### config.mk
export PLATFORM = sky130hd
export DESIGN_NAME = rc_queue
export DESIGN_NICKNAME = d
export VERILOG_FILES = /design/src/rc_pkg.sv /design/src/rc_queue.sv
export VERILOG_INCLUDE_DIRS = /design/src /design/src/src
export SDC_FILE = /design/constraint.sdc
export NUM_CORES = 1
export LEC_CHECK = 0
export CAP_MARGIN = 40
export CORE_UTILIZATION = 55
export CTS_CLUSTER_DIAMETER = 50
export DETAILED_ROUTE_END_ITERATION = 8
export DONT_BUFFER_PORTS = 1
export HOLD_SLACK_MARGIN = 0.05
export PLACE_DENSITY = 0.71
export SYNTH_ARGS = -nofsm -noshare
export SYNTH_HDL_FRONTEND = slang
export SYNTH_SLANG_ARGS = --single-unit
export TNS_END_PERCENT = 5
### constraint.sdc
create_clock -name clk_i -period 20.8 [get_ports clk_i]
set_clock_uncertainty 0.1 [all_clocks]
set_input_delay 4.16 -clock clk_i [delete_from_list [all_inputs] [get_ports clk_i]]
set_output_delay 4.16 -clock clk_i [all_outputs]
set_load 0.005 [all_outputs]
### src/assert_macros.svh
// Shared assertion macros for the correlation block.
`ifndef ASSERT_MACROS_SVH
`define ASSERT_MACROS_SVH

// Property checked on every clock edge outside reset.
`define RC_ASSERT(lbl, clk, rst_n, prop, msg) \
  lbl: assert property (@(posedge clk) disable iff (!rst_n) prop) else $error(msg);

// Condition on one edge implies a consequence on the next edge.
`define RC_ASSERT_NEXT(lbl, clk, rst_n, cond, conseq, msg) \
  lbl: assert property (@(posedge clk) disable iff (!rst_n) cond |=> conseq) else $error(msg);

`endif

### src/rc_pkg.sv
package rc_pkg;

  localparam int SampleBits   = 16;
  localparam int MaxWindow    = 256;
  localparam int SlotBits     = 8;
  localparam int CountBits    = 9;
  localparam int SumBits      = 24;
  localparam int SqBits       = 40;
  localparam int TermBits     = 48;
  localparam int AccBits      = 96;
  localparam int FracShift    = 30;
  localparam int WideBits     = AccBits + FracShift;
  localparam int QuotBits     = 31;
  localparam int RootBits     = 32;
  localparam int RootSteps    = 16;
  localparam int CorrBits     = 16;
  localparam int MagBits      = 15;
  localparam int QueueDepth   = 2;
  localparam int QueuePtrBits = 1;

  localparam logic [MagBits-1:0]   OneQ    = 15'd16384;
  localparam logic [RootBits-1:0]  SqrtOne = 32'h4000_0000;
  localparam logic [CountBits-1:0] WindowReset = 9'd16;

  typedef struct packed {
    logic signed [SampleBits-1:0] x_sample;
    logic signed [SampleBits-1:0] y_sample;
    logic                         series_end;
  } in_beat_t;

  typedef struct packed {
    logic signed [CorrBits-1:0] correlation;
    logic                       computed;
    logic                       final_pair;
  } out_beat_t;

  typedef struct packed {
    logic [CountBits-1:0]      pairs;
    logic signed [SumBits-1:0] sum_x;
    logic signed [SumBits-1:0] sum_y;
    logic signed [SqBits-1:0]  sum_xx;
    logic signed [SqBits-1:0]  sum_yy;
    logic signed [SqBits-1:0]  sum_xy;
    logic                      evaluate;
    logic                      last;
  } job_t;

endpackage

### src/rc_queue.sv
`include "assert_macros.svh"
module rc_queue import rc_pkg::*; (
  input  logic clk_i,
  input  logic rst_ni,
  input  logic push_valid_i,
  output logic push_ready_o,
  input  job_t push_data_i,
  output logic pop_valid_o,
  input  logic pop_ready_i,
  output job_t pop_data_o
);

  localparam int CntBits = $clog2(QueueDepth + 1);

  job_t entry_q [QueueDepth];
  logic [QueuePtrBits-1:0] wr_ptr_q, rd_ptr_q;
  logic [CntBits-1:0] count_q;
  logic push, pop;

  assign push_ready_o = (count_q != CntBits'(QueueDepth));
  assign pop_valid_o  = (count_q != '0);
  assign pop_data_o   = entry_q[rd_ptr_q];
  assign push         = push_valid_i && push_ready_o;
  assign pop          = pop_valid_o && pop_ready_i;

  always_ff @(posedge clk_i) begin
    if (push) entry_q[wr_ptr_q] <= push_data_i;
  end

  always_ff @(posedge clk_i or negedge rst_ni) begin
    if (!rst_ni) begin
      wr_ptr_q <= '0;
      rd_ptr_q <= '0;
      count_q  <= '0;
    end else begin
      if (push) wr_ptr_q <= wr_ptr_q + QueuePtrBits'(1);
      if (pop)  rd_ptr_q <= rd_ptr_q + QueuePtrBits'(1);
      if (push && !pop) begin
        count_q <= count_q + CntBits'(1);
      end else if (pop && !push) begin
        count_q <= count_q - CntBits'(1);
      end
    end
  end

  `RC_ASSERT(a_full_ptrs, clk_i, rst_ni, (count_q == CntBits'(QueueDepth)) |-> (wr_ptr_q == rd_ptr_q), "queue full but pointers differ")
  `RC_ASSERT_NEXT(a_count_step, clk_i, rst_ni, (push && !pop), (count_q != '0), "push lost in queue")

endmodule

======== After elaboration in Yosys (flattened, before gate mapping) ========
Memories as Yosys holds them, arrays and structs flattened.
Index checks and enable logic that the tools add are counted.
word-level totals
  register bits after elaboration ......... 4
  memory bits (writable) .................. 358
  bits of input ports ..................... 183
  output and inout bits ................... 181
  word-level logic and storage cells ...... 21
  memories kept ........................... 1
memories
  memory   words  width  read ports  clocked after memory_dff  wr ports  line            RTL
  entry_q  2      179    1           0                         1         rc_queue.sv:15  job_t entry_q [QueueDepth];
cells by class
  add/sub/neg operators ................... 4
  equality and inequality tests ........... 1
  muxes and demuxes ....................... 4
  reduce and logical (&&, ||, !) cells .... 8
operators with widths
  kind                                               number
  logical AND 1 bit                                  4
  2-to-1 mux 2 bit                                   2
  nonzero test 2 bit                                 2
  adder 1 bit (second input constant)                2
  adder 2 x 1 -> 2 bit (second input constant)       1
  zero test 1 bit                                    2
  2-to-1 mux 1 bit                                   2
  != test 2 bit (second input constant)              1
  subtractor 2 x 1 -> 2 bit (second input constant)  1

======== Depth between registers and ports, before layout ========
Gate-level depths: netlist (run 1).
  depth in word-level cells ............... 6
  depth in mapped cells ................... 7
  gate-level depth less buffers ........... 7

======== Worst setup path after synthesis (run 1) ========
Ideal clock, no wire load.
  path type ............................... in2reg
  start ................................... input port push_valid_i
  end ..................................... memory entry_q[0][0] (netlist bit), enable pin
  library setup time ...................... 0.720 ns
  arrival time ............................ 11.674 ns
  required time ........................... 19.980 ns
  path slack .............................. 8.306 ns
  cell stages on the path ................. 2
  buffers on the path ..................... 0
  path through ............................ nand2_1 > nor2_1
on the way
  longest elaborated chain between the ends .. 3
RTL lines
  item                                    line            RTL
  from (decl)                             rc_queue.sv:5   input logic push_valid_i,
  logical AND 1 bit                       rc_queue.sv:23  assign push = push_valid_i && push_ready_o;
  2-to-1 mux 1 bit                        rc_queue.sv:27  if (push) entry_q[wr_ptr_q] <= push_data_i;
  2-to-1 mux 1 bit (not written as such)  rc_queue.sv:27
  to (decl)                               rc_queue.sv:15
Every way passes these cells.

==> results.md, run 1 <==
- Maximum Capacitance Violations: 0
- Hold endpoint: count_q[1]
- Tmin final: 6.84 ns
- GR Overflow Total: 0
- WL/cell: 24.7 um
- Core area: 23800 um2
- Final wirelength: 23.4 mm
- Synthesis Warnings: 0
- Syn nets: 759
- Pwr Density: 145 nW/um2
- Synthesis-to-layout area growth: 11.4%
- Crit path max fanout: 55
- Post-synthesis mux area share: 0.177
- Final Hold Vio Count: 0
- Mapped Cells: 575
- # IOs: 364
- Area leader, netlist: edfxtp_1
- Area share of the largest cell type after synthesis: 0.796
- R2R Path Start: count_q[0]
- Clk slew on worst S/H paths: 0.06 ns
- Antenna diode count: 0
- First-pass GRT wire length: 34.3 mm
- H-tree levels: 2
- Slew Limit Fails: 0
- Pwr Total: 2.18 mW
- Rows: 56
- Final setup violation count: 0
- Cts hold-fix bufs: 0
- Critical path required time: 16.54 ns
- Drt via density: 5.63
- Commonest non-fill, non-tap cell in the layout: edfxtp_1
- Starting DRT DRC Count: 274
- Max Used Layer: met4
- Initial antenna violation count: 0
- Post-DP HPWL: 16.1 mm
- Final Cycle Share: 0.329
- Clk root buf: clkbuf_16
- DRC violations left: 0
- Layout cells sized above 1: 0.385
- RD Place Congestion: 0.763
- Die Y: 159 um
- Maximum vdd ir drop: 0.118 mV
- Post-synthesis sequential area ratio: 0.803
- Synth Cell Area: 13500 um2
- Status: finished clean
- Cts bufs inserted: 36
- Post-Synth Adder-Cell Area: 0.000926
- Slew margin rel.: 0.480
- Met2 WL post-DR: 11.8 mm
- CTS tree: done
- Final net count: 789
- Post-CTS Setup Bufs: 0
- Clock net sink count: 362
- Clock Latency Late Sink: 0.50 ns
- Worst Hold Path Cells: 1
- Setup TNS: 0 ns
- Netlist cell types: 15
- Initial core utilization: 0.569
- Hold crit path type: reg2reg
- Reg-to-Reg End: entry_q[1][178]
- Die W: 159 um
- First-pass iteration count of the detailed router: 4
- Post-route ant nets: 0
- R2R depth: 6
- Arrival @ worst endpoint: 2.58 ns
- Buffer levels on the longest clock path: 3
- Die ar.: 25200 um2
- Synth Area in Compound Gates: 0
- WS Path Type: reg2out
- Via total after detailed routing: 5341
- CP Launch Type: register
- Largest family of logic cells by synthesized area: multiplexers
- Post-CTS sizing: 0
- Worst-margin pin slew: 0.778 ns
- Commonest cells after routing, fill and taps aside: edfxtp_1, mux2_4, mux2_2
- Synth Area in XOR/XNOR: 0.00324
- Lkg Pwr: 5.18 nW
- WL met3: 3.29 mm
- CP endpoint kind: primary output
- Largest net degree at the start of global routing: 72
- Syn_area_per_cell: 23.5 um2
- R2r setup slk: 17.97 ns
- Vias in the first global route: 5734
- M1 WL: 7.88 mm
- Worst min-delay path startpoint: count_q[1]
- RSZ-0062 raised after global routing: no
- #FFs+latches synth: 362
- Largest cells by area after synthesis: edfxtp_1, mux2_4, mux2_2, buf_6, dfrtp_1
- FMAX: 146 MHz
- Simple-gate portion of the synthesized area: 0.00250
- GRT Total Usage: 0.183
- Port bufs: 0
logic make-up (layout without fill, tap and decap cells):
kind of cell / after synthesis / in the layout
flip-flops: 362 / 362
XOR/XNOR: 5 / 5
buffers and inverters: 21 / 75
multiplexers: 179 / 179
adder cells (fa/ha/maj): 1 / 1
AND/OR/NAND/NOR: 7 / 7
worst max-delay path, stage by stage, from the launching register on:
cell,delay [ns]
dfrtp_4,0.89
buf_4,0.42
buf_16,0.34
mux2_4,0.37
report_power, final:
group          leakage, nW  switching (mW)  total, mW  internal, mW
Sequential            3.37          0.0575       1.05         0.997
Clock                0.528           0.243      0.594         0.351
Combinational         1.28           0.272      0.530         0.258
how the worst max path moves through the flow:
stage	from	end	slack, ns	depth (start not counted)
after floorplan	push_valid_i	entry_q[0][0]	8.31	2
after global placement	push_valid_i	entry_q[1][157]	14.02	3
after detailed placement	rd_ptr_q	pop_data_o[101]	14.43	3
after CTS	rd_ptr_q	pop_data_o[101]	13.90	3
after global routing	rd_ptr_q	pop_data_o[101]	13.83	3
final	rd_ptr_q	pop_data_o[101]	13.96	3
cell usage after synthesis (all sizes together):
cell,count
edfxtp,358
mux2,179
buf,20
dfrtp,4
xnor2,3
nand2,2
nor2,2
xor2,2
and3,1
ha,1
inv,1
nand2b,1
or2,1
cell type report:
| type | count | area (um2) |
|---|---|---|
| clock buffers | 47 | 963 |
| clock inverters | 15 | 131 |
| multi-input cells | 192 | 2490 |
| well taps | 319 | 399 |
| flip-flops and latches | 362 | 10900 |
| inverters | 1 | 3.75 |
| fillers | 1529 | 8700 |
| repair buffers | 12 | 203 |
flip-flops by register name, summed over array words and instances, names as in the netlist:
register / cells
rd_ptr_q: 1
entry_q: 358
wr_ptr_q: 1
count_q: 2
metrics by stage:
stage	utilization	cells	area [um2]	hold WS (ns)	setup WS [ns]
global placement	0.581	880	13800	0.373	14.02
floorplan	-	575	13500	0.356	8.31
detailed placement	0.587	886	14000	0.382	14.43
finish	0.634	948	15000	0.395	13.96
global route	0.634	948	15000	0.439	13.83
CTS	0.634	948	15000	0.398	13.90
per-layer routing:
layer | vias to the layer above | global-route usage
li1 | 2348 | -
met5 | - | 0
met1 | 2673 | 0.186
met4 | 0 | 0.0547
met2 | 284 | 0.314
met3 | 36 | 0.107
(Power assumes the default switching activity.)
==> inputs of run 2 (changes only) <==
--- a/config.mk
+++ b/config.mk
@@ -12,7 +12,7 @@
 export DETAILED_ROUTE_END_ITERATION = 8
 export DONT_BUFFER_PORTS = 1
 export HOLD_SLACK_MARGIN = 0.05
-export PLACE_DENSITY = 0.71
+export PLACE_DENSITY = 0.74
 export SYNTH_ARGS = -nofsm -noshare
 export SYNTH_HDL_FRONTEND = slang
 export SYNTH_SLANG_ARGS = --single-unit
==> constraint.sdc (replaced) <==
create_clock -name clk_i -period 5.6 [get_ports clk_i]
set_clock_uncertainty 0.1 [all_clocks]
set_input_delay 1.12 -clock clk_i [delete_from_list [all_inputs] [get_ports clk_i]]
set_output_delay 1.12 -clock clk_i [all_outputs]
set_load 0.005 [all_outputs]
==> run 2 against run 1 <==
  * Clock power grew to 3.9 times the previous value
  * Core utilization is 0.084 points lower
  * First-iteration DRC count is 4.7% lower
  * Sequential power grew to 3.7 times the previous value
  * Routed wire length is 1.2% lower
  * Worst setup slack worse by 12 ns
  * Critical path depth is 1 lower
  * Sequential share of layout area is 0.096 points higher
  * Combinational power grew to 3.6 times the previous value
  * Critical endpoint is now pop_data_o[162]
  * Largest cell class unchanged
==> results.md, run 2 (synthesis results as in run 1) <==
- Synthesis-to-layout area growth: 11.2%
- Initial core utilization: 0.569
- DRC violations left: 0
- Pint: 6.01 mW
- Worst setup path start: rd_ptr_q
- Core area: 23800 um2
- Rows: 56
- Pwr Density: 540 nW/um2
- Commonest non-fill, non-tap cell in the layout: edfxtp_1
- First-pass GRT wire length: 34.2 mm
- Cts bufs inserted: 36
- Maximum Capacitance Violations: 0
- Final Cycle Share: 0.656
- GRT Total Usage: 0.182
- Hold crit path type: in2async
- First-pass iteration count of the detailed router: 5
- CP Launch Type: register
- Drt via density: 5.54
- Largest net degree at the start of global routing: 88
- Lkg Pwr: 5.18 nW
- Antenna diode count: 0
- Register Area: 10900 um2
- Seq pwr share: 0.483
- RD Place Congestion: 0.793
- Multi-input logic area: 2490 um2
- WL/cell: 24.5 um
- Slew margin rel.: 0.526
- Psw: 2.11 mW
- Critical path required time: 4.38 ns
- Arrival @ worst endpoint: 2.45 ns
- Largest registers: entry_q: 358 flops, count_q: 2 flops
- Vias in the first global route: 5693
- Final net count: 785
- Post-route ant nets: 0
- Clk root buf: clkbuf_16
- Maximum vdd ir drop: 0.351 mV
- Buffer levels on the longest clock path: 3
- Comb power frac: 0.234
- Clock net sink count: 362
- Post-CTS sizing: 0
- Max reg flops: 358
- H-tree levels: 2
- Worst-margin pin slew: 0.711 ns
- # IOs: 364
- Clock Latency Late Sink: 0.50 ns
- R2R Path Start: count_q[0]
- Final wirelength: 23.1 mm
- Clk slew on worst S/H paths: 0.06 ns
- Hold slack: 0.210 ns
- Switch share: 0.259
- Status: finished clean
- GR Overflow Total: 0
- Cts hold-fix bufs: 0
- CTS tree: done
- Die ar.: 25200 um2
- RSZ-0062 raised after global routing: no
- CP endpoint kind: primary output
- Most flop-heavy register: entry_q
- Die W: 159 um
- Post-CTS Setup Bufs: 0
- Initial antenna violation count: 0
- Layout cells sized above 1: 0.385
- Layout Cells excl Fill: 945
- Final Hold Vio Count: 0
- Clock power frac: 0.282
- Die Y: 159 um
- Placed Instances: 882
- Tmin final: 3.67 ns
- Commonest cells after routing, fill and taps aside: edfxtp_1, mux2_4, mux2_2
- Port bufs: 0
- WS Path Type: reg2out
- Crit path max fanout: 45
- Fill cells: 1518
- Via total after detailed routing: 5233
- Final setup violation count: 0
- Starting DRT DRC Count: 261
- FMAX: 272 MHz
- Slew Limit Fails: 0
[run 2: final timing paths]
check | end | slack, ns | cells after the start
min reg2reg | count_q[1] | 0.41 | 1
min in group clk_i | count_q[1] | 0.41 | 1
max reg2reg | entry_q[1][87] | 3.18 | 3
min | count_q[1] | 0.21 | 0
max | pop_data_o[162] | 1.93 | 2
max in group asynchronous | rd_ptr_q | 5.10 | 0
[run 2: critical path: stages (launching register included)]
cell	delay (ns)
dfrtp_4	0.89
buf_4	0.61
mux2_2	0.43
[run 2: layout make-up]
type / count / area share
timing repair buffer: 8 / 0.00866
multi-input combinational: 192 / 0.166
tap: 319 / 0.0266
clock inverter: 21 / 0.0135
clock buffer: 42 / 0.0629
sequential: 362 / 0.722
inverter: 1 / 0.000250
[run 2: power groups by stage]
stage	Sequential [mW]	Combinational, mW	Clock [mW]
CTS	3.93	1.95	2.35
detailed placement	3.98	1.94	0
global placement	3.95	1.87	0
floorplan	3.94	1.66	0
finish	3.92	1.90	2.29
global route	3.98	2.02	2.44
[run 2: stage by stage]
step	setup TNS [ns]	setup WS [ns]	area, um2	power, mW	utilization
2_1_floorplan	-55.28	-0.309	13500	5.60	-
3_5_place_dp	0	2.42	13900	5.92	0.584
6_report	0	1.93	15000	8.12	0.633
4_1_cts	0	1.87	15000	8.23	0.633
5_1_grt	0	1.80	15000	8.45	0.633
3_3_place_gp	0	2.45	13900	5.83	0.583
[run 2: layer usage]
metal,GRT usage,vias up,wire length (um)
met5,0,-,0
met4,0.0675,0,577
met3,0.0993,41,3050
met2,0.313,303,11700
met1,0.186,2543,7800
li1,-,2346,-
==> inputs of run 3 (changes only) <==
--- a/config.mk
+++ b/config.mk
@@ -12,7 +12,7 @@
 export DETAILED_ROUTE_END_ITERATION = 8
 export DONT_BUFFER_PORTS = 1
 export HOLD_SLACK_MARGIN = 0.05
-export PLACE_DENSITY = 0.74
+export PLACE_DENSITY = 0.71
 export SYNTH_ARGS = -nofsm -noshare
 export SYNTH_HDL_FRONTEND = slang
 export SYNTH_SLANG_ARGS = --single-unit
==> constraint.sdc (replaced) <==
create_clock -name clk_i -period 3.4 [get_ports clk_i]
set_clock_uncertainty 0.1 [all_clocks]
set_input_delay 0.68 -clock clk_i [delete_from_list [all_inputs] [get_ports clk_i]]
set_output_delay 0.68 -clock clk_i [all_outputs]
set_load 0.005 [all_outputs]
==> run 3 against run 2 <==
  * Sequential cell count unchanged
  * Clock power increased by 73%
  * Sequential power increased by 62%
  * Cell area increased by 1.1%
  * Core utilization increased by 0.73 points
  * Highest routed layer unchanged
  * Global-route usage decreased by 0.22 points
  * Combinational power increased by 75%
  * Routed wire length increased by 0.74%
  * Sequential share of layout area decreased by 0.82 points
==> results.md, run 3 (synthesis results as in run 1) <==
- Initial core utilization: 0.569
- Arrival @ worst endpoint: 1.90 ns
- Die Y: 159 um
- Rows: 56
- Crit path max fanout: 34
- R2R Path Start: count_q[0]
- Setup TNS: 0 ns
- Tmin final: 2.68 ns
- # IOs: 364
- H-tree levels: 2
- Via total after detailed routing: 5364
- Final net count: 792
- Critical path required time: 2.62 ns
- Slew margin rel.: 0.503
- DRC violations left: 0
- Drt via density: 5.63
- Lkg Pwr: 5.24 nW
- Final Hold Vio Count: 0
- Post-route ant nets: 0
- DP Area: 14000 um2
- Final Instance Area: 15200 um2
- Post-DP HPWL: 16.1 mm
- WS Path Type: reg2out
- Final wirelength: 23.3 mm
- Clock Latency Late Sink: 0.51 ns
- Final setup violation count: 0
- Maximum Capacitance Violations: 0
- First-pass GRT wire length: 34.0 mm
- Core area: 23800 um2
- Layout cells sized above 1: 0.393
- CP peak stage delay: 0.48 ns
- Largest net degree at the start of global routing: 66
- Hold slack: 0.166 ns
- Initial antenna violation count: 0
- Critical path, cell by cell: buf_4 > mux2_2
- Port bufs: 0
- Final Cycle Share: 0.789
- Vias in the first global route: 5716
- Cts bufs inserted: 37
- Worst-margin pin slew: 0.744 ns
- Max reg flops: 358
- Status: finished clean
- Maximum vdd ir drop: 0.699 mV
- WL/cell: 24.5 um
- Register Area: 10900 um2
- RD Place Congestion: 0.768
- Clock net sink count: 362
- Die ar.: 25200 um2
- CTS tree: done
- Multi-input logic area: 2510 um2
- RSZ-0062 raised after global routing: no
- Synthesis-to-layout area growth: 12.5%
- Pwr Density: 897 nW/um2
- Starting DRT DRC Count: 302
- Layout Cells excl Fill: 953
- Buffer levels on the longest clock path: 3
- R2r setup slk: 1.12 ns
- Placed Instances: 887
- Antenna diode count: 0
- Largest registers: entry_q: 358 flops, count_q: 2 flops
- FMAX: 373 MHz
- Final worst slack: 0.718 ns
- CP endpoint kind: primary output
- Reg-to-Reg End: entry_q[1][50]
- GR Overflow Total: 0
- CP Capture Point: pop_data_o[177]
- Clk root buf: clkbuf_16
- Pre-CTS WS: 1.10 ns
- Die W: 159 um
- Max stage delay cell, worst path: dfrtp_4
- Worst setup path start: rd_ptr_q
- Commonest non-fill, non-tap cell in the layout: edfxtp_1
- Slew Limit Fails: 0
- Clk slew on worst S/H paths: 0.06 ns
- Worst Hold Path Cells: 0
- Hold crit path type: in2reg
- First-pass iteration count of the detailed router: 6
- GRT Total Usage: 0.180
- Commonest cells after routing, fill and taps aside: edfxtp_1, mux2_4, mux2_2
- Most flop-heavy register: entry_q
- CP Launch Type: register
- R2R depth: 3
- Fill cells: 1543
run 3: critical path, delay by kind of cell, from the launching register on:
kind,cells,cell delay (ns)
buf+inv,1,0.47
mux,1,0.42
flops,1,0.48
run 3: stage by stage:
stage	utilization	total power, mW
2_1_floorplan	-	9.18
3_3_place_gp	0.588	9.73
3_5_place_dp	0.588	9.85
4_1_cts	0.640	13.8
5_1_grt	0.640	14.2
6_report	0.640	13.6
run 3: repair_timing:
action / 4_1_cts / 5_1_grt
hold buffers: 1 / 0
hold endpoints to repair: 4 / 0
buffers inserted: 0 / 0
resized for setup: 0 / 0
run 3: layer usage:
| metal | vias to the layer above | track usage | wire [um] |
|---|---|---|---|
| met5 | - | 0 | 0 |
| met2 | 289 | 0.304 | 11600 |
| li1 | 2350 | - | - |
| met4 | 0 | 0.0627 | 570 |
| met3 | 43 | 0.0993 | 3080 |
| met1 | 2682 | 0.189 | 8030 |
run 3: how the worst min path moves through the flow:
stage,start,to,slack [ns]
floorplan,rst_ni,count_q[0],0.28
finish,push_data_i[37],entry_q[0][37],0.17
detailed placement,rst_ni,count_q[0],0.28
CTS,push_data_i[13],entry_q[1][13],0.14
global route,push_data_i[13],entry_q[1][13],0.14
global placement,rst_ni,count_q[0],0.28
run 3: cell type report:
| class | count | area share |
|---|---|---|
| Multi-Input combinational cell | 192 | 0.165 |
| Inverter | 1 | 0.000247 |
| Timing Repair Buffer | 14 | 0.0145 |
| Clock inverter | 19 | 0.0139 |
| Sequential cell | 362 | 0.714 |
| Tap cell | 319 | 0.0263 |
| Clock buffer | 46 | 0.0659 |
run 3: power breakdown:
group	internal, mW	switching, mW	total, mW
Clock	2.40	1.55	3.96
Combinational	1.58	1.75	3.33
Sequential	6.10	0.252	6.35
