$ cat config.mk
export PLATFORM = sky130hd
export DESIGN_NAME = rc_back
export DESIGN_NICKNAME = d
export VERILOG_FILES = /design/src/rc_pkg.sv /design/src/rc_root.sv /design/src/rc_back.sv
export VERILOG_INCLUDE_DIRS = /design/src /design/src/src
export SDC_FILE = /design/constraint.sdc
export NUM_CORES = 2
export LEC_CHECK = 0
export BUFFER_PORTS_ARGS = -buffer_cell sky130_fd_sc_hd__buf_2
export CORE_ASPECT_RATIO = 1.5
export CORE_MARGIN = 1.5
export CORE_UTILIZATION = 55
export CTS_CLUSTER_SIZE = 24
export DETAILED_ROUTE_END_ITERATION = 8
export PLACE_DENSITY = 0.77
export SETUP_SLACK_MARGIN = 0.02
export SLEW_MARGIN = 0
export SYNTH_ARGS = -nofsm -noshare
export SYNTH_HDL_FRONTEND = slang
export SYNTH_SLANG_ARGS = --single-unit
$ cat constraint.sdc
create_clock -name clk_i -period 14.9 [get_ports clk_i]
set_input_delay 0.745 -clock clk_i [delete_from_list [all_inputs] [get_ports clk_i]]
set_output_delay 0.745 -clock clk_i [all_outputs]
set_load 0.1 [all_outputs]
$ cat src/assert_macros.svh
// Shared assertion macros for the correlation block.
`ifndef ASSERT_MACROS_SVH
`define ASSERT_MACROS_SVH

// Property checked on every clock edge outside reset.
`define RC_ASSERT(lbl, clk, rst_n, prop, msg) \
  lbl: assert property (@(posedge clk) disable iff (!rst_n) prop) else $error(msg);

// Condition on one edge implies a consequence on the next edge.
`define RC_ASSERT_NEXT(lbl, clk, rst_n, cond, conseq, msg) \
  lbl: assert property (@(posedge clk) disable iff (!rst_n) cond |=> conseq) else $error(msg);

`endif

$ cat src/rc_pkg.sv
package rc_pkg;

  localparam int SampleBits   = 16;
  localparam int MaxWindow    = 256;
  localparam int SlotBits     = 8;
  localparam int CountBits    = 9;
  localparam int SumBits      = 24;
  localparam int SqBits       = 40;
  localparam int TermBits     = 48;
  localparam int AccBits      = 96;
  localparam int FracShift    = 30;
  localparam int WideBits     = AccBits + FracShift;
  localparam int QuotBits     = 31;
  localparam int RootBits     = 32;
  localparam int RootSteps    = 16;
  localparam int CorrBits     = 16;
  localparam int MagBits      = 15;
  localparam int QueueDepth   = 2;
  localparam int QueuePtrBits = 1;

  localparam logic [MagBits-1:0]   OneQ    = 15'd16384;
  localparam logic [RootBits-1:0]  SqrtOne = 32'h4000_0000;
  localparam logic [CountBits-1:0] WindowReset = 9'd16;

  typedef struct packed {
    logic signed [SampleBits-1:0] x_sample;
    logic signed [SampleBits-1:0] y_sample;
    logic                         series_end;
  } in_beat_t;

  typedef struct packed {
    logic signed [CorrBits-1:0] correlation;
    logic                       computed;
    logic                       final_pair;
  } out_beat_t;

  typedef struct packed {
    logic [CountBits-1:0]      pairs;
    logic signed [SumBits-1:0] sum_x;
    logic signed [SumBits-1:0] sum_y;
    logic signed [SqBits-1:0]  sum_xx;
    logic signed [SqBits-1:0]  sum_yy;
    logic signed [SqBits-1:0]  sum_xy;
    logic                      evaluate;
    logic                      last;
  } job_t;

endpackage

$ cat src/rc_root.sv
`include "assert_macros.svh"
module rc_root import rc_pkg::*; (
  input  logic               clk_i,
  input  logic               rst_ni,
  input  logic               start_i,
  input  logic [AccBits-1:0] num_i,
  input  logic [AccBits-1:0] den_i,
  output logic               done_o,
  output logic [MagBits-1:0] root_o
);

  typedef enum logic [1:0] {R_IDLE, R_DIV, R_SQRT} rstate_e;

  rstate_e state_q;
  logic [WideBits-1:0] rem_q, dvs_q;
  logic [QuotBits-1:0] quot_q, quot_d;
  logic [4:0] cnt_q;
  logic [RootBits-1:0] sq_rem_q, sq_res_q, sq_one_q, trial, sq_res_d, rnd;
  logic [MagBits-1:0] root_q;
  logic done_q, fits;

  assign fits  = (rem_q >= dvs_q);
  assign quot_d = {quot_q[QuotBits-2:0], fits};
  assign trial = sq_res_q + sq_one_q;
  assign sq_res_d = (sq_rem_q >= trial) ? (sq_res_q >> 1) + sq_one_q : (sq_res_q >> 1);
  // round(sqrt) taken as the largest m with (2m-1)^2 <= quotient
  assign rnd    = (sq_res_d + RootBits'(1)) >> 1;
  assign done_o = done_q;
  assign root_o = root_q;

  always_ff @(posedge clk_i) begin
    unique case (state_q)
      R_IDLE: begin
        if (start_i) begin
          rem_q  <= {num_i, FracShift'(0)};
          dvs_q  <= {den_i, FracShift'(0)};
          quot_q <= '0;
        end
      end
      R_DIV: begin
        if (fits) rem_q <= rem_q - dvs_q;
        dvs_q  <= dvs_q >> 1;
        quot_q <= quot_d;
        if (cnt_q == 5'(QuotBits - 1)) begin
          sq_rem_q <= RootBits'(quot_d);
          sq_res_q <= '0;
          sq_one_q <= SqrtOne;
        end
      end
      R_SQRT: begin
        if (sq_rem_q >= trial) sq_rem_q <= sq_rem_q - trial;
        sq_res_q <= sq_res_d;
        sq_one_q <= sq_one_q >> 2;
        root_q   <= (rnd > RootBits'(OneQ)) ? OneQ : rnd[MagBits-1:0];
      end
      default: ;
    endcase
  end

  always_ff @(posedge clk_i or negedge rst_ni) begin
    if (!rst_ni) begin
      state_q <= R_IDLE;
      cnt_q   <= '0;
      done_q  <= 1'b0;
    end else begin
      done_q <= 1'b0;
      unique case (state_q)
        R_IDLE: begin
          if (start_i) begin
            state_q <= R_DIV;
            cnt_q   <= '0;
          end
        end
        R_DIV: begin
          if (cnt_q == 5'(QuotBits - 1)) begin
            state_q <= R_SQRT;
            cnt_q   <= '0;
          end else begin
            cnt_q <= cnt_q + 5'd1;
          end
        end
        R_SQRT: begin
          if (cnt_q == 5'(RootSteps - 1)) begin
            state_q <= R_IDLE;
            done_q  <= 1'b1;
          end else begin
            cnt_q <= cnt_q + 5'd1;
          end
        end
        default: state_q <= R_IDLE;
      endcase
    end
  end

  // |cov|^2 <= vx*vy, so the quotient never passes 2^30
  `RC_ASSERT(a_quot_bound, clk_i, rst_ni, (state_q == R_SQRT && cnt_q == '0) |-> (sq_rem_q <= SqrtOne), "quotient above one")

endmodule

$ cat src/rc_back.sv
`include "assert_macros.svh"
module rc_back import rc_pkg::*; (
  input  logic      clk_i,
  input  logic      rst_ni,
  input  logic      job_valid_i,
  output logic      job_ready_o,
  input  job_t      job_i,
  output logic      out_valid_o,
  input  logic      out_ready_i,
  output out_beat_t out_data_o
);

  typedef enum logic [2:0] {B_IDLE, B_MUL, B_ACC, B_ROOT, B_OUT} bstate_e;

  localparam logic [4:0] StepCovEnd = 5'd2;
  localparam logic [4:0] StepVxEnd  = 5'd5;
  localparam logic [4:0] StepVyEnd  = 5'd8;
  localparam logic [4:0] StepDenEnd = 5'd12;
  localparam logic [4:0] StepNumEnd = 5'd16;

  bstate_e state_q;
  job_t job_q;
  logic [4:0] step_q;
  logic [63:0] prod_q;
  logic [AccBits-1:0] acc_q, acc_n, term, den_q, acc_abs;
  logic [TermBits-1:0] cov_mag_q, vx_q, vy_q;
  logic cov_neg_q, vx_ok_q, root_start, root_done, out_valid_q;
  logic signed [CorrBits-1:0] res_q;
  logic [MagBits-1:0] root_mag;
  out_beat_t out_q;
  logic [31:0] op_a, op_b;
  logic [1:0] op_sh;
  logic op_neg;
  logic [SqBits-1:0] mxy, mxx, myy;
  logic [SumBits-1:0] mx, my;
  logic sxy_neg, sx_neg, sy_neg;

  assign sxy_neg = job_q.sum_xy[SqBits-1];
  assign sx_neg  = job_q.sum_x[SumBits-1];
  assign sy_neg  = job_q.sum_y[SumBits-1];
  assign mxy = sxy_neg ? SqBits'(-job_q.sum_xy) : SqBits'(job_q.sum_xy);
  assign mxx = SqBits'(job_q.sum_xx);
  assign myy = SqBits'(job_q.sum_yy);
  assign mx  = sx_neg ? SumBits'(-job_q.sum_x) : SumBits'(job_q.sum_x);
  assign my  = sy_neg ? SumBits'(-job_q.sum_y) : SumBits'(job_q.sum_y);

  // one 32x32 product per step: three diff terms, then vx*vy and cov^2
  always_comb begin
    op_a   = '0;
    op_b   = '0;
    op_sh  = 2'd0;
    op_neg = 1'b0;
    unique case (step_q)
      5'd0:  begin op_a = 32'(job_q.pairs); op_b = mxy[31:0]; op_neg = sxy_neg; end
      5'd1:  begin
        op_a = 32'(job_q.pairs); op_b = 32'(mxy[SqBits-1:32]); op_sh = 2'd1; op_neg = sxy_neg;
      end
      5'd2:  begin op_a = 32'(mx); op_b = 32'(my); op_neg = !(sx_neg ^ sy_neg); end
      5'd3:  begin op_a = 32'(job_q.pairs); op_b = mxx[31:0]; end
      5'd4:  begin op_a = 32'(job_q.pairs); op_b = 32'(mxx[SqBits-1:32]); op_sh = 2'd1; end
      5'd5:  begin op_a = 32'(mx); op_b = 32'(mx); op_neg = 1'b1; end
      5'd6:  begin op_a = 32'(job_q.pairs); op_b = myy[31:0]; end
      5'd7:  begin op_a = 32'(job_q.pairs); op_b = 32'(myy[SqBits-1:32]); op_sh = 2'd1; end
      5'd8:  begin op_a = 32'(my); op_b = 32'(my); op_neg = 1'b1; end
      5'd9:  begin op_a = vx_q[31:0]; op_b = vy_q[31:0]; end
      5'd10: begin op_a = vx_q[31:0]; op_b = 32'(vy_q[TermBits-1:32]); op_sh = 2'd1; end
      5'd11: begin op_a = 32'(vx_q[TermBits-1:32]); op_b = vy_q[31:0]; op_sh = 2'd1; end
      5'd12: begin
        op_a = 32'(vx_q[TermBits-1:32]); op_b = 32'(vy_q[TermBits-1:32]); op_sh = 2'd2;
      end
      5'd13: begin op_a = cov_mag_q[31:0]; op_b = cov_mag_q[31:0]; end
      5'd14: begin
        op_a = cov_mag_q[31:0]; op_b = 32'(cov_mag_q[TermBits-1:32]); op_sh = 2'd1;
      end
      5'd15: begin
        op_a = 32'(cov_mag_q[TermBits-1:32]); op_b = cov_mag_q[31:0]; op_sh = 2'd1;
      end
      5'd16: begin
        op_a = 32'(cov_mag_q[TermBits-1:32]); op_b = 32'(cov_mag_q[TermBits-1:32]);
        op_sh = 2'd2;
      end
      default: ;
    endcase
  end

  assign term    = AccBits'(prod_q) << {op_sh, 5'b0};
  assign acc_n   = op_neg ? acc_q - term : acc_q + term;
  assign acc_abs = acc_n[AccBits-1] ? -acc_n : acc_n;
  assign root_start = (state_q == B_ACC) && (step_q == StepNumEnd);

  rc_root u_root (
    .clk_i   (clk_i),
    .rst_ni  (rst_ni),
    .start_i (root_start),
    .num_i   (acc_n),
    .den_i   (den_q),
    .done_o  (root_done),
    .root_o  (root_mag)
  );

  assign job_ready_o = (state_q == B_IDLE);
  assign out_valid_o = out_valid_q;
  assign out_data_o  = out_q;

  always_ff @(posedge clk_i) begin
    if (state_q == B_IDLE && job_valid_i) begin
      job_q <= job_i;
      acc_q <= '0;
      res_q <= '0;
    end
    if (state_q == B_MUL) prod_q <= op_a * op_b;
    if (state_q == B_ACC) begin
      acc_q <= acc_n;
      unique case (step_q)
        StepCovEnd: begin
          cov_neg_q <= acc_n[AccBits-1];
          cov_mag_q <= acc_abs[TermBits-1:0];
          acc_q     <= '0;
        end
        StepVxEnd: begin
          vx_q    <= acc_n[TermBits-1:0];
          vx_ok_q <= !acc_n[AccBits-1] && (acc_n != '0);
          acc_q   <= '0;
        end
        StepVyEnd: begin
          vy_q  <= acc_n[TermBits-1:0];
          acc_q <= '0;
        end
        StepDenEnd: begin
          den_q <= acc_n;
          acc_q <= '0;
        end
        default: ;
      endcase
    end
    if (state_q == B_ROOT && root_done) begin
      res_q <= cov_neg_q ? -CorrBits'(root_mag) : CorrBits'(root_mag);
    end
    if (state_q == B_OUT && (!out_valid_q || out_ready_i)) begin
      out_q.correlation <= res_q;
      out_q.computed    <= job_q.evaluate;
      out_q.final_pair  <= job_q.last;
    end
  end

  always_ff @(posedge clk_i or negedge rst_ni) begin
    if (!rst_ni) begin
      state_q     <= B_IDLE;
      step_q      <= '0;
      out_valid_q <= 1'b0;
    end else begin
      if (out_valid_q && out_ready_i) out_valid_q <= 1'b0;
      unique case (state_q)
        B_IDLE: begin
          if (job_valid_i) begin
            step_q  <= '0;
            state_q <= job_i.evaluate ? B_MUL : B_OUT;
          end
        end
        B_MUL: state_q <= B_ACC;
        B_ACC: begin
          if (step_q == StepVyEnd &&
              (!vx_ok_q || acc_n[AccBits-1] || acc_n == '0)) begin
            state_q <= B_OUT;   // a zero variance gives 0
          end else if (step_q == StepNumEnd) begin
            state_q <= B_ROOT;
          end else begin
            step_q  <= step_q + 5'd1;
            state_q <= B_MUL;
          end
        end
        B_ROOT: begin
          if (root_done) state_q <= B_OUT;
        end
        B_OUT: begin
          if (!out_valid_q || out_ready_i) begin
            out_valid_q <= 1'b1;
            state_q     <= B_IDLE;
          end
        end
        default: state_q <= B_IDLE;
      endcase
    end
  end

  `RC_ASSERT(a_corr_range, clk_i, rst_ni, out_valid_q |-> (out_q.correlation <= 16'sd16384 && out_q.correlation >= -16'sd16384), "correlation out of range")
  `RC_ASSERT(a_idle_zero, clk_i, rst_ni, (out_valid_q && !out_q.computed) |-> (out_q.correlation == '0), "nonzero result without evaluation")

endmodule

Yosys cells after proc, flatten, opt, wreduce, memory -nomap -nowiden --
Cells that the tools add are included.
Cells by class: add/subtract/negate cells 14, $mul 1, magnitude comparators 3, equality and inequality tests 35, shift-type cells 1, multiplexer cells 54, bitwise gates (word level) 1, reduce and logical (&&, ||, !) cells 53
Operators by type and width (count):
- 126-bit case mux with 2 select lines | 2
- 96-bit two-way mux | 4
- 32-bit case mux with 12 select lines | 1
- 126-bit two-way mux | 3
- 32-bit case mux with 7 select lines | 1
- 32-bit case mux with 2 select lines | 3
- 32-bit two-way mux | 5
- 126-bit >= comparator | 1
- 126-bit subtractor | 1
- 96-bit adder | 1
- 96-bit zero test | 1
- 96-bit nonzero test | 1
- 64-bit by 7-bit << shifter with 96-bit output | 1
- 96-bit subtractor | 1
- 32-bit by 32-bit multiplier with 64-bit output | 1
- 30-bit case mux with 2 select lines | 1
- 16-bit two-way mux | 3
- 24-bit two-way mux | 2
- 48-bit two-way mux | 1
- 24-bit negation | 2
- 48-bit negation | 1
- 5-bit by 4-bit == test with 1-bit output (second input constant) | 9
- 40-bit two-way mux | 1
- 40-bit negation | 1
- other kinds (46) | 114
Storage, ports and cells: register bits after elaboration 1025, input port bits 183, output and inout port bits 20, logic and storage cells 195

Logic depth before layout (Yosys ltp) --
word-level depth 11, depth in mapped cells 47, gate-level depth less buffers 44

Hierarchy --
From an unflattened synthesis, not the netlist that was laid out.
Unflattened totals: cell total of the unflattened synthesis 10355, area, all modules 98135.4 µm²
By module, submodules not included:
- rc_back | times used 1, cells each 7374, area each 69345.3 µm², seq. area each 18692.9 µm²
- rc_root | times used 1, cells each 2981, area each 28790.1 µm², seq. area each 11521.0 µm²

Worst setup path before layout --
OpenSTA, ideal clock, no wires.
path kind flip-flop to flip-flop, from register step_q[0], to register u_root.rem_q[0], enable pin, setup time 0.804 ns, arrival time 14.047 ns, data required time 14.096 ns, slack 0.049 ns, cell stages (with the launch flop) 8, path buffers 0, clock period less this slack 14.851 ns, cell sequence dfrtp_1 inv_1 ha_1 and4bb_2 nand2_1 nand2_1 o21a_1 a21boi_0
Between the ends: word-level cells in the longest chain between the ends 4
RTL lines:
- start, declared | RTL line rc_back.sv:23 | logic [4:0] step_q;
- start signal, assigned | RTL line rc_back.sv:168 | step_q <= step_q + 5'd1;
- 5-bit == test | RTL line rc_back.sv:89 | assign root_start = (state_q == B_ACC) && (step_q == StepNumEnd);
- 1-bit logical AND | RTL line rc_back.sv:89
- 2-bit inequality test (no source line)
- 3-bit AND reduction (no source line)
- end signal, assigned | RTL line rc_root.sv:35 | rem_q <= {num_i, FracShift'(0)};
- end signal, assigned | RTL line rc_root.sv:41 | if (fits) rem_q <= rem_q - dvs_q;
- end, declared | RTL line rc_root.sv:15 | logic [WideBits-1:0] rem_q, dvs_q;
Every way passes these cells. A chain may end at the register's enable or synchronous reset.

Worst setup path in the final report --
from register job_q[4] (netlist bit), to register prod_q[63], data pin
Between the ends: word-level cells in the longest chain between the ends 4
RTL lines:
- start, declared | RTL line rc_back.sv:22 | job_t job_q;
- start signal, assigned | RTL line rc_back.sv:107 | job_q <= job_i;
- 40-bit negation | RTL line rc_back.sv:41 | assign mxy = sxy_neg ? SqBits'(-job_q.sum_xy) : SqBits'(job_q.sum_xy);
- 40-bit two-way mux * | RTL line rc_back.sv:41
- 32-bit case mux with 12 select lines * | RTL line rc_back.sv:53 | unique case (step_q)
- 32-bit by 32-bit multiplier with 64-bit output * | RTL line rc_back.sv:111 | if (state_q == B_MUL) prod_q <= op_a * op_b;
- end signal, assigned | RTL line rc_back.sv:111
- end, declared | RTL line rc_back.sv:24 | logic [63:0] prod_q;
Mark *: on every way between the ends. The rest lies on a longest branch, timed or not.

==> impl_summary.md <==
Placement
Input and output buffers added on the ports amount to 202. The congestion estimate from routability-driven global placement came to 1.04. The cell total after placement is 12500. The total half-perimeter wirelength after legalization and detailed placement is 284000 um. Before CTS, the worst setup slack after placement is 2.58 ns.

STA
The final max-slew violation count is 0. The hold violation count in the final report is 0. For the pin with the worst max-slew slack, the measured transition is 1.48 ns. The worst setup slack after layout is 2.32 ns. On the final layout, the worst hold slack is 0.0911 ns.

Counting I/O delays and the setup requirement, the final critical path takes 12.58 ns. The worst clock skew on the final layout is 0.0961 ns. In the finished design, the share of the clock period the worst path needs comes to 84.4%. Summed over all failing endpoints, the final setup total negative slack is 0 ns. Static timing analysis puts the maximum clock frequency at 79.5 MHz. The relative slew slack is 1.65%. The setup violation total in the final timing report is 0. Setup repair after global routing left no endpoint under its margin.

Detailed routing
For this block, the routed nets add up to 371000 um of wire. The routed layout has 82200 vias. The first TritonRoute pass finished after 9 iterations.

The initial detailed-routing violation count is 8791. The count of nets left with antenna violations once routing finished came out at 0. The number of design rule violations left after detail routing is 2. The number of vias per cell is 6.47.

The average wire per cell in the routed design is 29.3 um.

Status
The flow ran to the end, but the final reports show violations. The checks that failed: design-rule violations.

CTS
Clock latency on the worst-skew pair, taken at its later pin, is 0.83 ns. In this run the clock root is driven by a clkbuf_16. Clock-pin slew was measured on the worst setup and hold paths at 0.07 ns. The setup fix buffers added after clock tree synthesis is 0.

Buffers inserted to repair hold after CTS numbered 1. The number of resized instances in the post-cts repair step is 0. TritonCTS built the clock tree. The clock net sink count is 1009. The H-tree generated during clock tree synthesis spans 3 levels. Counting along the longest clock path gives a buffer depth of 3. The number of clock buffers added by TritonCTS is 105.

Worst setup path
The critical path class is reg2reg. Among all stages on the critical path, the largest delay is contributed by fa_1. The capturing element type of the critical path is a register. The arrival time of the worst setup path is 13.06 ns. The cell repeated most along the worst path is fa_1. The worst setup path is launched from a register.

Along the worst path, the maximum fanout reaches 32. The required time of the worst setup path is 15.39 ns. The slack of the worst reg-to-reg path is 2.32 ns. In this design, the stage delay of the slowest critical-path cell is 0.61 ns.

Hold path
The path category of the worst min-delay check is in2reg.

Global routing
The number of antenna violations at the first check in global routing is 20. The number of global-route vias before repair is 84300. Entering global routing, the biggest net connects 124 pins.

The global routing usage summed across all routing layers is 41.2%. The residual overflow from global routing is 0. The wire length of the first global-routing pass is 542000 um.

Finish
The post-layout instance count excluding filler cells is 12700. The net count of the finished layout is 11900. The layout filler cell count is 15100.

Compared with the post-synthesis result, the final layout area differs by 7.65%. Cells with a size suffix above 1 make up 8.79% of the layout.

Floorplan
The number of standard-cell rows in the floorplan is 189. The effective utilization at floorplan is 55.2%. The die outline height is 519 um. In this run the horizontal extent of the chip is 347 um. The die covers 180000 um2. The placeable core region is 176000 um2. During I/O placement, the number of pins put on the boundary was 203.

Synth
In the synthesized netlist, the number of instances is 10300. For this run, the number of Yosys warnings is 0. In this run, synthesis inferred 992 flip-flops with an integrated enable.

The flop and latch count out of synthesis is 1009. In this run the mean area of a mapped cell was 9.46 um2. After synthesis, the share of flip-flops with an asynchronous set or reset is 1.68%.

In this run, distinct cell masters in the synthesized netlist total 107. The share of the yosys chip area belonging to registers is 31.0%. Counting every net in the synthesized netlist gives 12000.

The primary flip-flop cell chosen by synthesis mapping is edfxtp_1. The mapped netlist covers 97400 um2.

Job
The max-cap check violation count is 0.
-- metal layers --
metal	part of all wire [%]	track usage [%]	vias up
li1	-	-	35300
met1	32	43.0	40400
met2	47	68.1	4722
met3	9.1	9.80	1735
met4	12	38.6	16
met5	0.034	0	-
-- final timing paths --
kind                             from           endpoint  cells past startpoint
setup / recovery             job_q[4]         prod_q[63]                     40
hold / removal             job_i[147]         job_q[147]                      1
setup reg to reg             job_q[4]         prod_q[63]                     40
hold reg to reg             res_q[14]     out_data_o[16]                      0
max in group asynchronous      rst_ni  u_root.state_q[0]                      2
min in group asynchronous      rst_ni         state_q[2]                      2
-- sequential cells by signal (all words and copies together) (netlist names), 48 cells and up --
signal	count
u_root.dvs_q	126
u_root.rem_q	126
job_q	99
acc_q	96
den_q	96
prod_q	64
cov_mag_q	48
vx_q	48
vy_q	48
-- cells in the final DEF, fill, tap and decap left out, drive strengths merged, types with 67 or more instances in the layout --
| cell | count |
|---|---|
| or3 | 67 |
| fa | 899 |
| nand4 | 127 |
| o31ai | 80 |
| xor2 | 242 |
| nand3 | 112 |
| ha | 569 |
| xnor2 | 307 |
| and3 | 96 |
| nor3 | 164 |
| inv | 1275 |
| buf | 400 |
| o21ai | 419 |
| and2 | 156 |
| clkbuf | 120 |
| nand2 | 1062 |
| nand2b | 108 |
| a21o | 180 |
| nor2 | 1115 |
| a21oi | 523 |
| a31oi | 84 |
| edfxtp | 992 |
| mux2 | 157 |
-- Yosys cell counts (all sizes together) (60+ instances only) --
cell	number	area [um2]
nor4	66	419
xor2	242	2120
a31oi	84	526
a21oi	523	2630
fa	899	18000
inv	1270	4770
o21bai	60	450
or3	67	429
nor3	164	853
nand4	127	795
o31ai	80	601
clkbuf	458	1720
mux2	157	1770
nand2	1062	3990
and3	96	601
nand2b	108	683
a21o	180	1350
xnor2	307	2690
edfxtp	992	29800
ha	569	7120
and2	156	976
o21ai	419	2100
nand3	112	561
nor2	1115	4190
-- metrics by stage --
stage	area [um2]	utilization, %
after global routing	105000	59.4
after detailed placement	101000	57.4
final	105000	59.5
after global placement	101000	57.4
after floorplan	97400	-
after CTS	105000	59.4
-- cell type report --
cell class	count	area [um2]	share of cell area [%]
sequential	1009	30200	28.8
tap	2292	2870	2.73
antenna	15	37.5	0.0358
multi-input combinational	7510	61000	58.1
clock inverter	74	806	0.768
timing repair buffer	401	2510	2.39
clock buffer	120	2700	2.58
inverter	1270	4770	4.55
-- kinds of logic (layout without fill, tap and decap cells) --
logic type	Yosys count	in the layout	synth area share, %
AOI/OAI and AO/OA	1994	1994	13.6
xor gates and xnor gates	549	549	4.93
adders and majority gates	1468	1468	25.8
buffers and inverters	1781	1865	6.89
DFF	1009	1009	31.0
muxes	212	212	2.38
other	0	15	0
and+or+nand+nor	3287	3287	15.5
-- worst max-delay path, delay by kind of cell, from the launching register on --
| kind | cells | cell delay (ns) |
|---|---|---|
| simple gates | 11 | 3.03 |
| compound gates | 13 | 3.24 |
| buf+inv | 5 | 0.80 |
| xor+xnor | 2 | 0.32 |
| flops | 1 | 0.45 |
| fa+ha+maj | 9 | 4.34 |
Power is not shown: default switching activity piles up to over one toggle a cycle in this logic, so the estimate is an artifact.
